## config.mk

```make
export PLATFORM = sky130hd
export DESIGN_NAME = source_tokenizer
export DESIGN_NICKNAME = d
export VERILOG_FILES = /design/src/rtl/stok_pkg.sv /design/src/rtl/stok_scan.sv /design/src/rtl/stok_fifo.sv /design/src/rtl/source_tokenizer.sv
export VERILOG_INCLUDE_DIRS = /design/src /design/src/rtl
export SDC_FILE = /design/constraint.sdc
export NUM_CORES = 1
export LEC_CHECK = 0
export ABC_CLOCK_PERIOD_IN_PS = 7140
export BUFFER_PORTS_ARGS = -buffer_cell sky130_fd_sc_hd__clkbuf_2
export CORE_MARGIN = 2
export CORE_UTILIZATION = 55
export CTS_CLUSTER_SIZE = 28
export DETAILED_ROUTE_END_ITERATION = 8
export HOLD_SLACK_MARGIN = 0.08
export PLACE_DENSITY = 0.75
export SYNTH_ARGS = -nofsm -noshare
export SYNTH_HDL_FRONTEND = slang
export SYNTH_HIERARCHICAL = 1
export SYNTH_SLANG_ARGS = --single-unit
export TNS_END_PERCENT = 20
```

## constraint.sdc

```tcl
create_clock -name clk -period 7.14 [get_ports clk]
set_clock_uncertainty 0.05 [all_clocks]
set_input_delay 0 -clock clk [delete_from_list [all_inputs] [get_ports clk]]
set_output_delay 0 -clock clk [all_outputs]
set_load 0.005 [all_outputs]
```

## src/rtl/source_tokenizer_assert.svh

```systemverilog
// ----------------------------------------------------------------------------
// source_tokenizer_assert.svh
// Assertion macros shared by the tokenizer modules.
// ----------------------------------------------------------------------------
`ifndef SOURCE_TOKENIZER_ASSERT_SVH
`define SOURCE_TOKENIZER_ASSERT_SVH

// Same-cycle implication, sampled on clk, off while rst is high.
`define STOK_ASSERT_IMP(name, ante, cons) \
  name: assert property (@(posedge clk) disable iff (rst) (ante) |-> (cons)) \
    else $error("source_tokenizer: same-cycle check failed");

// Next-cycle implication, sampled on clk, off while rst is high.
`define STOK_ASSERT_NXT(name, ante, cons) \
  name: assert property (@(posedge clk) disable iff (rst) (ante) |=> (cons)) \
    else $error("source_tokenizer: next-cycle check failed");

`endif

```

## src/rtl/stok_pkg.sv

```systemverilog
// ----------------------------------------------------------------------------
// stok_pkg
// Types and constants shared by the source tokenizer modules.
// ----------------------------------------------------------------------------
package stok_pkg;

  // Counter widths; the ports carry each counter cut or padded to 16 bits
  localparam int LINE_WIDTH   = 16;
  localparam int COLUMN_WIDTH = 16;
  localparam int LENGTH_WIDTH = 16;
  localparam int FIELD_WIDTH  = 16;

  // Result queue
  localparam int FIFO_DEPTH = 4;
  localparam int FIFO_PTR_W = $clog2(FIFO_DEPTH);

  typedef logic [LINE_WIDTH-1:0]   line_t;
  typedef logic [COLUMN_WIDTH-1:0] col_t;
  typedef logic [LENGTH_WIDTH-1:0] len_t;
  typedef logic [FIELD_WIDTH-1:0]  field_t;
  typedef logic [FIFO_PTR_W-1:0]   ptr_t;
  typedef logic [FIFO_PTR_W:0]     cnt_t;

  typedef enum logic [3:0] {
    TK_EOF     = 4'd0,
    TK_LET     = 4'd1,
    TK_PRINT   = 4'd2,
    TK_IDENT   = 4'd3,
    TK_NUMBER  = 4'd4,
    TK_STRING  = 4'd5,
    TK_PLUS    = 4'd6,
    TK_MINUS   = 4'd7,
    TK_STAR    = 4'd8,
    TK_SLASH   = 4'd9,
    TK_PERCENT = 4'd10,
    TK_ASSIGN  = 4'd11,
    TK_ERROR   = 4'd12
  } tok_kind_t;

  typedef enum logic [1:0] {
    ERR_NONE     = 2'd0,
    ERR_TWO_DOTS = 2'd1,
    ERR_BAD_CHAR = 2'd2
  } tok_err_t;

  typedef struct packed {
    tok_kind_t  kind;
    tok_err_t   err;
    field_t     line;
    field_t     col;
    field_t     len;
    logic [7:0] bad;
    logic       last;
  } tok_rec_t;

  // Records produced by one source byte, oldest in rec0
  typedef struct packed {
    logic [1:0] n;
    tok_rec_t   rec0;
    tok_rec_t   rec1;
  } scan_out_t;

endpackage

```

## src/rtl/stok_scan.sv

```systemverilog
// ----------------------------------------------------------------------------
// stok_scan
// Scanner state and per-byte decision: up to two token records per byte.
// ----------------------------------------------------------------------------
`include "source_tokenizer_assert.svh"

module stok_scan (
  input  logic                clk,
  input  logic                rst,
  input  logic                fire,
  input  logic [7:0]          char_code,
  input  logic                end_of_source,
  output stok_pkg::scan_out_t res
);

  typedef enum logic [1:0] {
    MODE_IDLE,
    MODE_IDENT,
    MODE_NUMBER,
    MODE_STRING
  } mode_t;

  typedef enum logic [3:0] {
    KW_START = 4'd0,
    KW_L     = 4'd1,
    KW_LE    = 4'd2,
    KW_LET   = 4'd3,
    KW_P     = 4'd4,
    KW_PR    = 4'd5,
    KW_PRI   = 4'd6,
    KW_PRIN  = 4'd7,
    KW_PRINT = 4'd8,
    KW_NONE  = 4'd15
  } kw_t;

  localparam logic [7:0] CH_LF     = 8'h0A;
  localparam logic [7:0] CH_SPACE  = 8'h20;
  localparam logic [7:0] CH_QUOTE  = 8'h22;
  localparam logic [7:0] CH_PCT    = 8'h25;
  localparam logic [7:0] CH_STAR   = 8'h2A;
  localparam logic [7:0] CH_PLUS   = 8'h2B;
  localparam logic [7:0] CH_MINUS  = 8'h2D;
  localparam logic [7:0] CH_DOT    = 8'h2E;
  localparam logic [7:0] CH_SLASH  = 8'h2F;
  localparam logic [7:0] CH_EQ     = 8'h3D;
  localparam logic [7:0] CH_UNDER  = 8'h5F;

  function automatic kw_t kw_step(kw_t m, logic [7:0] c);
    kw_t r;
    r = KW_NONE;
    unique case (m)
      KW_START: r = (c == "l") ? KW_L : ((c == "p") ? KW_P : KW_NONE);
      KW_L:     r = (c == "e") ? KW_LE : KW_NONE;
      KW_LE:    r = (c == "t") ? KW_LET : KW_NONE;
      KW_P:     r = (c == "r") ? KW_PR : KW_NONE;
      KW_PR:    r = (c == "i") ? KW_PRI : KW_NONE;
      KW_PRI:   r = (c == "n") ? KW_PRIN : KW_NONE;
      KW_PRIN:  r = (c == "t") ? KW_PRINT : KW_NONE;
      default:  r = KW_NONE;
    endcase
    return r;
  endfunction

  function automatic stok_pkg::tok_rec_t mk_rec(stok_pkg::tok_kind_t k, stok_pkg::tok_err_t e,
                                                stok_pkg::field_t ln, stok_pkg::field_t cl,
                                                stok_pkg::field_t lg, logic [7:0] b);
    stok_pkg::tok_rec_t r;
    r.kind = k;
    r.err  = e;
    r.line = ln;
    r.col  = cl;
    r.len  = lg;
    r.bad  = b;
    r.last = 1'b0;
    return r;
  endfunction

  mode_t             mode, mode_next;
  stok_pkg::line_t   line_count, line_next;
  stok_pkg::col_t    column_count, column_next;
  stok_pkg::line_t   token_line, token_line_next;
  stok_pkg::col_t    token_column, token_column_next;
  stok_pkg::len_t    token_length, token_length_next;
  logic              seen_dot, seen_dot_next;
  kw_t               keyword_match, keyword_match_next;
  logic              halted, halted_next;

  logic               eos, is_alpha, is_digit, is_space, is_word, do_adv, go_idle;
  logic               p_emit, i_emit;
  stok_pkg::tok_rec_t p_rec, i_rec;
  stok_pkg::tok_kind_t op_kind, id_kind;
  stok_pkg::len_t     len_inc;
  stok_pkg::field_t   tl16, tc16, tk16, lc16, cc16;

  assign eos      = end_of_source || (char_code == 8'h00);
  assign is_alpha = (char_code >= "a" && char_code <= "z") ||
                    (char_code >= "A" && char_code <= "Z");
  assign is_digit = (char_code >= "0" && char_code <= "9");
  assign is_space = (char_code == CH_SPACE) || (char_code >= 8'h09 && char_code <= 8'h0D);
  assign is_word  = is_alpha || is_digit || (char_code == CH_UNDER);
  assign len_inc  = (token_length == '1) ? token_length : token_length + 1'b1;

  assign tl16 = stok_pkg::field_t'(token_line);
  assign tc16 = stok_pkg::field_t'(token_column);
  assign tk16 = stok_pkg::field_t'(token_length);
  assign lc16 = stok_pkg::field_t'(line_count);
  assign cc16 = stok_pkg::field_t'(column_count);

  assign id_kind = (keyword_match == KW_LET)   ? stok_pkg::TK_LET :
                   (keyword_match == KW_PRINT) ? stok_pkg::TK_PRINT : stok_pkg::TK_IDENT;

  always_comb begin
    unique case (char_code)
      CH_PLUS:  op_kind = stok_pkg::TK_PLUS;
      CH_MINUS: op_kind = stok_pkg::TK_MINUS;
      CH_STAR:  op_kind = stok_pkg::TK_STAR;
      CH_SLASH: op_kind = stok_pkg::TK_SLASH;
      CH_PCT:   op_kind = stok_pkg::TK_PERCENT;
      CH_EQ:    op_kind = stok_pkg::TK_ASSIGN;
      default:  op_kind = stok_pkg::TK_ERROR;
    endcase
  end

  always_comb begin
    mode_next          = mode;
    line_next          = line_count;
    column_next        = column_count;
    token_line_next    = token_line;
    token_column_next  = token_column;
    token_length_next  = token_length;
    seen_dot_next      = seen_dot;
    keyword_match_next = keyword_match;
    halted_next        = halted;
    p_emit  = 1'b0;
    i_emit  = 1'b0;
    p_rec   = '0;
    i_rec   = '0;
    do_adv  = 1'b0;
    go_idle = 1'b0;

    if (fire && !halted) begin
      // Extend or close the token in progress
      unique case (mode)
        MODE_IDENT: begin
          if (!eos && is_word) begin
            token_length_next  = len_inc;
            keyword_match_next = kw_step(keyword_match, char_code);
            do_adv             = 1'b1;
          end else begin
            p_emit    = 1'b1;
            p_rec     = mk_rec(id_kind, stok_pkg::ERR_NONE, tl16, tc16, tk16, 8'h00);
            mode_next = MODE_IDLE;
            go_idle   = 1'b1;
          end
        end
        MODE_NUMBER: begin
          if (!eos && (is_digit || char_code == CH_UNDER || char_code == CH_DOT)) begin
            if (char_code == CH_DOT && seen_dot) begin
              p_emit      = 1'b1;
              p_rec       = mk_rec(stok_pkg::TK_ERROR, stok_pkg::ERR_TWO_DOTS, tl16, tc16,
                                   '0, 8'h00);
              halted_next = 1'b1;
            end else begin
              if (char_code == CH_DOT) begin
                seen_dot_next = 1'b1;
              end
              if (char_code != CH_UNDER) begin
                token_length_next = len_inc;
              end
              do_adv = 1'b1;
            end
          end else begin
            p_emit    = 1'b1;
            p_rec     = mk_rec(stok_pkg::TK_NUMBER, stok_pkg::ERR_NONE, tl16, tc16, tk16,
                               8'h00);
            mode_next = MODE_IDLE;
            go_idle   = 1'b1;
          end
        end
        MODE_STRING: begin
          if (eos || char_code == CH_QUOTE) begin
            p_emit    = 1'b1;
            p_rec     = mk_rec(stok_pkg::TK_STRING, stok_pkg::ERR_NONE, tl16, tc16, tk16,
                               8'h00);
            mode_next = MODE_IDLE;
            go_idle   = eos;
            do_adv    = !eos;
          end else begin
            token_length_next = len_inc;
            do_adv            = 1'b1;
          end
        end
        default: begin
          go_idle = 1'b1;
        end
      endcase

      // Scan the byte from idle
      if (go_idle) begin
        if (eos) begin
          i_emit = 1'b1;
          i_rec  = mk_rec(stok_pkg::TK_EOF, stok_pkg::ERR_NONE, lc16, cc16, '0, 8'h00);
        end else if (is_space) begin
          do_adv = 1'b1;
        end else if (is_alpha || is_digit || char_code == CH_UNDER || char_code == CH_QUOTE) begin
          token_line_next   = line_count;
          token_column_next = column_count;
          token_length_next = (char_code == CH_QUOTE) ? '0 : stok_pkg::len_t'(1);
          seen_dot_next     = 1'b0;
          do_adv            = 1'b1;
          if (char_code == CH_QUOTE) begin
            mode_next = MODE_STRING;
          end else if (is_digit) begin
            mode_next = MODE_NUMBER;
          end else begin
            mode_next          = MODE_IDENT;
            keyword_match_next = kw_step(KW_START, char_code);
          end
        end else if (op_kind != stok_pkg::TK_ERROR) begin
          i_emit = 1'b1;
          i_rec  = mk_rec(op_kind, stok_pkg::ERR_NONE, lc16, cc16, stok_pkg::field_t'(1),
                          8'h00);
          do_adv = 1'b1;
        end else begin
          i_emit      = 1'b1;
          i_rec       = mk_rec(stok_pkg::TK_ERROR, stok_pkg::ERR_BAD_CHAR, lc16, cc16, '0,
                               char_code);
          halted_next = 1'b1;
        end
      end

      // Move the position past the consumed byte
      if (do_adv) begin
        if (char_code == CH_LF) begin
          line_next   = (line_count == '1) ? line_count : line_count + 1'b1;
          column_next = stok_pkg::col_t'(1);
        end else begin
          column_next = (column_count == '1) ? column_count : column_count + 1'b1;
        end
      end
    end
  end

  always_comb begin
    res.n         = {1'b0, p_emit} + {1'b0, i_emit};
    res.rec0      = p_emit ? p_rec : i_rec;
    res.rec0.last = !(p_emit && i_emit);
    res.rec1      = i_rec;
    res.rec1.last = 1'b1;
  end

  always_ff @(posedge clk) begin
    if (rst) begin
      mode          <= MODE_IDLE;
      line_count    <= stok_pkg::line_t'(1);
      column_count  <= stok_pkg::col_t'(1);
      token_line    <= '0;
      token_column  <= '0;
      token_length  <= '0;
      seen_dot      <= 1'b0;
      keyword_match <= KW_START;
      halted        <= 1'b0;
    end else begin
      mode          <= mode_next;
      line_count    <= line_next;
      column_count  <= column_next;
      token_line    <= token_line_next;
      token_column  <= token_column_next;
      token_length  <= token_length_next;
      seen_dot      <= seen_dot_next;
      keyword_match <= keyword_match_next;
      halted        <= halted_next;
    end
  end

  `STOK_ASSERT_NXT(a_halt_sticks, halted, halted)
  `STOK_ASSERT_IMP(a_halt_silent, halted, res.n == 2'd0)
  `STOK_ASSERT_IMP(a_pair_closes_token, res.n == 2'd2,
                   res.rec0.kind == stok_pkg::TK_IDENT || res.rec0.kind == stok_pkg::TK_LET ||
                   res.rec0.kind == stok_pkg::TK_PRINT || res.rec0.kind == stok_pkg::TK_NUMBER ||
                   res.rec0.kind == stok_pkg::TK_STRING)

endmodule

```

## src/rtl/stok_fifo.sv

```systemverilog
// ----------------------------------------------------------------------------
// stok_fifo
// Small result queue: takes up to two records a cycle, gives one.
// ----------------------------------------------------------------------------
`include "source_tokenizer_assert.svh"

module stok_fifo (
  input  logic                clk,
  input  logic                rst,
  input  stok_pkg::scan_out_t push,
  output logic                room,
  output logic                out_valid,
  input  logic                out_ready,
  output stok_pkg::tok_rec_t  out_rec
);

  stok_pkg::tok_rec_t entry [stok_pkg::FIFO_DEPTH];
  stok_pkg::ptr_t     wr_ptr, rd_ptr;
  stok_pkg::cnt_t     count, count_next;
  logic               pop;

  assign pop       = out_valid && out_ready;
  assign out_valid = (count != '0);
  assign out_rec   = entry[rd_ptr];
  // Room for the worst case of two records from one byte
  assign room      = (count <= stok_pkg::cnt_t'(stok_pkg::FIFO_DEPTH - 2));
  assign count_next = count + stok_pkg::cnt_t'(push.n) - stok_pkg::cnt_t'(pop);

  always_ff @(posedge clk) begin
    if (push.n != 2'd0) begin
      entry[wr_ptr] <= push.rec0;
    end
    if (push.n == 2'd2) begin
      entry[wr_ptr + stok_pkg::ptr_t'(1)] <= push.rec1;
    end
  end

  always_ff @(posedge clk) begin
    if (rst) begin
      wr_ptr <= '0;
      rd_ptr <= '0;
      count  <= '0;
    end else begin
      wr_ptr <= wr_ptr + stok_pkg::ptr_t'(push.n);
      rd_ptr <= rd_ptr + stok_pkg::ptr_t'(pop);
      count  <= count_next;
    end
  end

  `STOK_ASSERT_IMP(a_no_overflow, push.n != 2'd0,
                   count + stok_pkg::cnt_t'(push.n) <= stok_pkg::cnt_t'(stok_pkg::FIFO_DEPTH))

endmodule

```

## src/rtl/source_tokenizer.sv

```systemverilog
// ----------------------------------------------------------------------------
// source_tokenizer
// Streaming lexer: source bytes in, token records out.
// ----------------------------------------------------------------------------
// Feed one source byte per transfer; a zero byte or tuser set marks end of
// source, which flushes any open identifier, number or string and emits an
// eof record at the current position. Records come out with kind, error
// code, start line and column, value length and the offending byte; tlast
// marks the final record caused by a given byte. The block takes one byte
// per clock while the result queue has room: the byte is registered, decided
// combinationally, and its records are written into a four-entry result queue
// whose head drives the output. A byte that both closes a token and starts an
// operator, eof or error record yields two records, which leave the output
// one after the other; input is held back only while the queue has fewer
// than two free entries. After a double dot in a number or a byte that starts
// no token, an error record is emitted and every later byte is dropped
// without result until rst.
// ----------------------------------------------------------------------------
module source_tokenizer (
  input  logic        clk,
  input  logic        rst,
  // Source byte stream
  input  logic        s_tvalid,
  output logic        s_tready,
  input  logic [7:0]  s_tdata,   // [7:0] char_code
  input  logic [0:0]  s_tuser,   // [0] end_of_source
  // Token record stream
  output logic        m_tvalid,
  input  logic        m_tready,
  output logic [63:0] m_tdata,   // [3:0] token_kind, [5:4] error_code,
                                 // [21:6] start_line, [37:22] start_column,
                                 // [53:38] value_length, [61:54] bad_char, [63:62] zero
  output logic        m_tlast    // last_of_run
);

  // Input register
  logic                in_valid;
  logic [7:0]          in_char;
  logic                in_eos;
  logic                fire;
  logic                room;
  logic                s_take;

  stok_pkg::scan_out_t scan_res;
  stok_pkg::tok_rec_t  out_rec;

  // Decide the held byte once the queue can take both of its possible records
  assign fire     = in_valid && room;
  assign s_tready = !in_valid || fire;
  assign s_take   = s_tvalid && s_tready;

  always_ff @(posedge clk) begin
    if (rst) begin
      in_valid <= 1'b0;
    end else if (s_take) begin
      in_valid <= 1'b1;
    end else if (fire) begin
      in_valid <= 1'b0;
    end
  end

  // Payload: load on transfer, hold otherwise
  always_ff @(posedge clk) begin
    if (s_take) begin
      in_char <= s_tdata;
      in_eos  <= s_tuser[0];
    end
  end

  stok_scan u_scan (
    .clk           (clk),
    .rst           (rst),
    .fire          (fire),
    .char_code     (in_char),
    .end_of_source (in_eos),
    .res           (scan_res)
  );

  stok_fifo u_fifo (
    .clk       (clk),
    .rst       (rst),
    .push      (scan_res),
    .room      (room),
    .out_valid (m_tvalid),
    .out_ready (m_tready),
    .out_rec   (out_rec)
  );

  // Pack the record, first field in the lowest bits
  assign m_tdata = {2'b00, out_rec.bad, out_rec.len, out_rec.col, out_rec.line,
                    out_rec.err, out_rec.kind};
  assign m_tlast = out_rec.last;

endmodule

```

==> qor.csv, run 1 <==
stage,metric,value,unit
timing,setup_viol,0,
global_route,track_usage,23.9,%
global_route,grt_overflow,0,
power,pwr-share-comb,16.3,%
drt,dr.pass1.iters,5,
timing,rsz0062_at_grt,false,
floorplan,die_w,190,um
global_route,grt_antenna_before_repair,0,
floorplan,die-height,190,um
logic_synthesis,syn_inst,1471,
logic_synthesis,async_flop_share,0,%
logic_synthesis,synth-edff-count,261,
timing,layout_worst_path_cycle_share,70.5,%
drt,route.detailed.drc,0,
drt,ant_nets,0,
run_status,status,"finished, final reports clean",
clock_network,cts_made_buffers,38,
critical_path,criticalPathCategory,reg2reg,
global_route,gr-usage-met1,33.3,%
timing,tns,0,ns
global_route,use_met3,3.21,%
logic_synthesis,ys_ff_latch,357,
logic_synthesis,synth_top_cell_area_share,41.3,%
floorplan,num_rows,68,
finish,final_nets,1552,
floorplan,core_area,34300,um2
clock_network,clockRootBuffer,clkbuf_16,
clock_network,h-tree-depth,2,
timing,finalMaxSlewViolations,0,
floorplan,ios,80,
logic_synthesis,synth_area,19000,um2
timing,fmax,199,MHz
critical_path,cp-end-kind,register,
finish,mostFrequentLayoutCells,"mux2_2 (286), edfxtp_1 (261), nand2_1 (118)",
clock_network,clkLatencyLatePin,0.52,ns
clock_network,clockBufferDepth,3,
timing,fin_hold_ws,0.0925,ns
power,p_leak,7.39,nW
floorplan,initial_core_util,55.4,%
flow_run,maxCapViolations,0,
global_route,grt_pass1_vias,12300,
placement,dpl.hpwl,25800,um
clock_network,cts_tree,yes,
timing,hold_violations,0,
timing,worst_pin_slew,1.24,ns
power,power_switching,1.32,mW
placement,dp_cells,1932,
global_route,grt_util_met2,39.0,%
global_route,grt_max_degree,63,
drt,viasPerCell,6.14,
drt,drt_iter0_markers,1046,
logic_synthesis,yosysUniqueCellTypes,85,
placement,gp_congestion,0.924,
power,p_seq_share,46.2,%
finish,final_cells,2011,
critical_path,worstSetupStartpointType,register,
power,p_int,3.88,mW
power,vdd_drop_max,0.000162,V
timing,fin_crit,5.03,ns
logic_synthesis,ys_warn_count,6,
logic_synthesis,yosysTopAreaCell,edfxtp_1,
finish,antenna_cells,0,
global_route,grt_pass1_wl,67900,um
critical_path,arrival,5.25,ns
logic_synthesis,synth_flop_cell,edfxtp_1,
logic_synthesis,yosys-top-cells-area,"edfxtp_1 (41%), mux2_2 (17%), dfxtp_1 (10%), mux4_2 (7.5%), nand2_1 (2.3%)",
power,finalPower,5.20,mW
finish,drive_above_1_share,34.9,%
global_route,grt.busiest_layer,met2,
clock_network,cts_sinks,357,
finish,area_delta_synth_final,10.2,%
min_path,hold_class,in2reg,
critical_path,crit_fanout,33,
finish,layout_commonest_cell,mux2_2,
drt,vias,12300,
drt,wl,42800,um
logic_synthesis,ys_seq_area_share,51.4,%
power,power_frac_clock,37.5,%
placement,port_buffers,77,
critical_path,cp.required,7.36,ns
power,power.density,248,nW/um2
logic_synthesis,syn_avg_cell_area,12.9,um2
drt,routedWlPerCell,21.3,um
floorplan,die-area,36000,um2
clock_network,clkTransAtPathRegs,0.06,ns
timing,max_slew_margin,16.7,%
power,switching_share,25.4,%
==> registers in the layout, summed over array words and instances, names as in the netlist, 3 cells and up <==
signal	count
u_fifo/count	3
in_char	8
u_scan/tl16	16
u_scan/cc16	16
u_scan/tc16	16
u_fifo/entry	252
u_scan/tk16	16
u_scan/lc16	16
u_scan/keyword_match	4
==> through the flow <==
stage	utilization [%]	setup slack, ns	instance area (um2)
2_1_floorplan	-	0.886	19100
3_3_place_gp	57.1	2.29	19600
3_5_place_dp	57.1	2.18	19600
4_1_cts	61.1	2.17	20900
5_1_grt	61.1	1.92	20900
6_report	61.1	2.11	20900
==> cell type report <==
class / count / area (um2)
Clock buffer: 48 / 1010
Clock inverter: 20 / 225
Fill cell: 2579 / 13400
Inverter: 24 / 90.1
Multi-Input combinational cell: 994 / 8560
Sequential cell: 357 / 9760
Tap cell: 455 / 569
Timing Repair Buffer: 113 / 721
==> power by group through the flow <==
stage	combinational (mW)	clock, mW	sequential, mW
3_3_place_gp	0.847	0	2.44
5_1_grt	0.918	2.06	2.41
2_1_floorplan	0.600	0	2.40
3_5_place_dp	0.854	0	2.44
6_report	0.849	1.95	2.40
4_1_cts	0.863	1.98	2.40
==> worst max-delay path, cell delays in order (launching register included) <==
cell and delay, ns:
edfxtp_1 0.69, or4_1 0.57, o221ai_1 0.33, and4_1 0.47
nand3_1 0.17, a21oi_2 0.16, buf_4 0.38, ha_1 0.40
and4bb_4 0.83, buf_12 0.32, mux2_2 0.37
==> timing repair <==
item	4_1_cts	5_1_grt
setup buffers	0	0
gates resized for setup	0	0
hold buffers	11	0
endpoints found under the hold margin	23	0
==> cell usage after synthesis, types with 7 or more instances <==
cell	n
or3_1	16
nand4_1	20
nor2b_1	14
nand2_1	118
a31oi_1	19
a21oi_1	68
xnor2_1	10
nor4_1	8
edfxtp_1	261
buf_2	24
mux2_2	286
clkbuf_1	36
xor2_1	9
dfxtp_1	96
a211oi_1	7
and3_1	12
buf_6	21
ha_1	10
o211ai_1	8
buf_4	27
nand3_1	29
nor3_1	11
inv_1	24
and2_1	63
mux4_2	63
nor2_1	59
o21ai_0	36
==> logic make-up (layout without fill, tap and decap cells) <==
kind of cell | after synthesis | in the layout | share of synthesized area (%)
flops | 357 | 357 | 51.4
xor+xnor | 21 | 21 | 1.12
mux | 354 | 354 | 24.7
fa+ha+maj | 11 | 11 | 0.764
compound gates | 199 | 199 | 6.97
buf+inv | 136 | 205 | 4.21
other cells | 3 | 19 | 0.0593
simple gates | 390 | 390 | 10.8
==> final timing paths <==
check	start	depth (start not counted)	to	slack [ns]
hold / removal	rst	2	u_scan/cc16[1]$_SDFFE_PP0P_	0.09
hold reg to reg	u_scan/tl16[1]$_SDFFE_PP0P_	2	u_scan/tl16[1]$_SDFFE_PP0P_	0.40
setup reg to reg	in_char[2]$_DFFE_PP_	10	u_fifo/entry[3][15]$_DFFE_PP_	2.11
setup / recovery	in_char[2]$_DFFE_PP_	10	u_fifo/entry[3][15]$_DFFE_PP_	2.11
==> routing by layer <==
layer,up-vias,wire (um),part of all wire [%]
met1,6103,18700,44
met3,73,2610,6.1
met4,0,951,2.2
met5,-,0,0
li1,5703,-,-
met2,460,20600,48
Note: power is estimated with default switching activity, not from simulation.
==> inputs of run 2 (changes only) <==
- ABC_CLOCK_PERIOD_IN_PS: 7140 -> 4400
- clock period: 7.14 -> 4.4 ns (I/O delays scaled with it)
==> run 2 against run 1 <==
Effect of this change:
- clock-buffer cell count up 5
- largest power group unchanged
- critical endpoint is now u_fifo/entry[0][5]$_DFFE_PP_
- sequential power up 63%
- critical path depth up 4
- hold slack better by 0.045 ns
- via count up 0.75%
- cell count up 1.5%
- global-route usage up 0.54 points
- total power up 60%
- maximum frequency up 28%
==> qor.csv, run 2 (same netlist as run 1, synthesis figures left out) <==
stage,metric,value,unit
global_route,grt_max_degree,52,
floorplan,die_w,190,um
timing,fin_crit,3.92,ns
drt,route.detailed.drc,0,
floorplan,ios,80,
placement,port_buffers,77,
critical_path,cp_num_cells,14,
drt,drt_iter0_markers,833,
critical_path,critical-path-top-delay-family,simple AND/OR/NAND/NOR gates,
clock_network,clkTransAtPathRegs,0.06,ns
clock_network,cts_resized,0,
floorplan,core_area,34300,um2
placement,gp_congestion,0.923,
drt,vias,12400,
clock_network,clockBufferDepth,3,
global_route,track_usage,24.4,%
finish,mostFrequentLayoutCells,"mux2_2 (286), edfxtp_1 (261), nand2_1 (118)",
placement,dpl.hpwl,26800,um
clock_network,cts_sinks,357,
clock_network,cts_tree,yes,
finish,drive_above_1_share,35.6,%
power,power_switching,2.12,mW
finish,final_nets,1582,
floorplan,die-height,190,um
critical_path,cp.required,4.75,ns
placement,post-place-ws,0.470,ns
finish,largest_reg_flops,252,
power,finalPower,8.33,mW
power,pwr-share-comb,16.6,%
timing,hold_violations,0,
critical_path,arrival,4.27,ns
run_status,status,"finished, final reports clean",
min_path,min_to,in_eos$_DFFE_PP_,
critical_path,worstSetupStartpointType,register,
finish,antenna_cells,0,
drt,dr.pass1.iters,6,
timing,rsz0062_at_grt,false,
clock_network,h-tree-depth,2,
timing,postLayoutSetupSlackWorst,0.480,ns
critical_path,r2r_setup_slack,0.48,ns
finish,top_register,u_fifo/entry,
finish,final_cells,2041,
critical_path,crit_start,in_char[1]$_DFFE_PP_,
global_route,grt_pass1_wl,69000,um
floorplan,initial_core_util,55.4,%
critical_path,cp-end-kind,register,
clock_network,cts_made_buffers,37,
timing,finalMaxSlewViolations,0,
finish,layout_commonest_cell,mux2_2,
power,p_seq_share,47.0,%
global_route,grt_overflow,0,
floorplan,die-area,36000,um2
critical_path,path_buf_inv,3,
timing,max_slew_margin,19.4,%
drt,wl,43300,um
global_route,grt_antenna_before_repair,0,
flow_run,maxCapViolations,0,
critical_path,cp_common_cell,buf_4,
power,p_int,6.21,mW
critical_path,cp_cell_sequence,buf_4 > nor4bb_1 > buf_4 > a31oi_1 > o21ai_0 > nand3_1 > ha_1 > nand4b_1 > a21oi_1 > nor2b_1 > nor2b_1 > buf_4 > and3_1 > mux2_2,
critical_path,max_stage_delay,0.96,ns
critical_path,crit_path_top_delay_cell,nor2b_1,
min_path,hold_class,in2reg,
critical_path,r2r_end,u_fifo/entry[0][5]$_DFFE_PP_,
drt,ant_nets,0,
clock_network,clockRootBuffer,clkbuf_16,
timing,fmax,255,MHz
critical_path,crit_fanout,19,
critical_path,criticalPathCategory,reg2reg,
global_route,grt_pass1_vias,12600,
timing,fin_hold_ws,0.138,ns
power,vdd_drop_max,0.000267,V
clock_network,clkLatencyLatePin,0.54,ns
min_path,min_from,s_tuser,
floorplan,num_rows,68,
finish,n_fill_cell,2565,
power,power.density,392,nW/um2
timing,layout_worst_path_cycle_share,89.1,%
min_path,min_path_cells,2,
power,p_leak,7.57,nW
critical_path,regToRegStartpoint,in_char[1]$_DFFE_PP_,
timing,worst_pin_slew,1.21,ns
drt,routedWlPerCell,21.2,um
finish,ff_latch_area,9760,um2
finish,area_delta_synth_final,11.8,%
finish,multi_input_area,8560,um2
placement,dp_cells,1961,
drt,viasPerCell,6.09,
critical_path,r2r_cells,14,
timing,setup_viol,0,
power,power_frac_clock,36.4,%
power,switching_share,25.4,%
==> run 2: metal layers <==
| metal | track usage, % | vias up | share of wire, % |
|---|---|---|---|
| met5 | 0 | - | 0 |
| met4 | 8.53 | 0 | 2.8 |
| met3 | 3.45 | 87 | 5.4 |
| met2 | 40.9 | 389 | 49 |
| met1 | 32.7 | 6188 | 43 |
| li1 | - | 5768 | - |
==> run 2: how the worst max path moves through the flow <==
| stage | slack [ns] | end |
|---|---|---|
| final | 0.48 | u_fifo/entry[0][5]$_DFFE_PP_ |
| after global routing | 0.23 | u_fifo/entry[1][44]$_DFFE_PP_ |
| after CTS | 0.48 | u_fifo/entry[1][21]$_DFFE_PP_ |
| after detailed placement | 0.47 | u_fifo/entry[1][21]$_DFFE_PP_ |
| after global placement | 0.58 | u_fifo/entry[1][24]$_DFFE_PP_ |
| after floorplan | -0.54 | u_fifo/entry[0][0]$_DFFE_PP_ |
==> run 2: power by group through the flow <==
stage                     Sequential, mW  Combinational (mW)  Clock [mW]
final                               3.92                1.38        3.03
after global routing                3.95                1.49        3.20
after CTS                           3.92                1.40        3.09
after floorplan                     3.88               0.976           0
after global placement              3.98                1.37           0
after detailed placement            3.99                1.38           0
==> run 2: final cells by class <==
class / instances / share of cell area, %
Clock buffer: 53 / 5.03
Clock inverter: 14 / 0.477
Inverter: 24 / 0.424
Multi-Input combinational cell: 994 / 40.3
Sequential cell: 357 / 46.0
Tap cell: 455 / 2.68
Timing Repair Buffer: 144 / 5.10
==> run 2: stage by stage <==
stage	util, %	TNS, ns	cell area [um2]
after detailed placement	58.2	0	19900
after CTS	61.9	0	21200
after global routing	61.9	0	21200
final	61.9	0	21200
after floorplan	-	-133.83	19100
after global placement	58.2	0	19900
==> run 2: timing repair <==
action / CTS / global route
endpoints found under the hold margin: 28 / 0
buffers inserted: 0 / 0
hold buffers: 13 / 0
==> run 2: worst register-to-register path: stages (launching register included) <==
cell and delay (ns):
edfxtp_1 0.49, buf_4 0.24, nor4bb_1 0.14, buf_4 0.16, a31oi_1 0.14, o21ai_0 0.10
nand3_1 0.17, ha_1 0.18, nand4b_1 0.16, a21oi_1 0.15, nor2b_1 0.19, nor2b_1 0.96
buf_4 0.27, and3_1 0.23, mux2_2 0.17
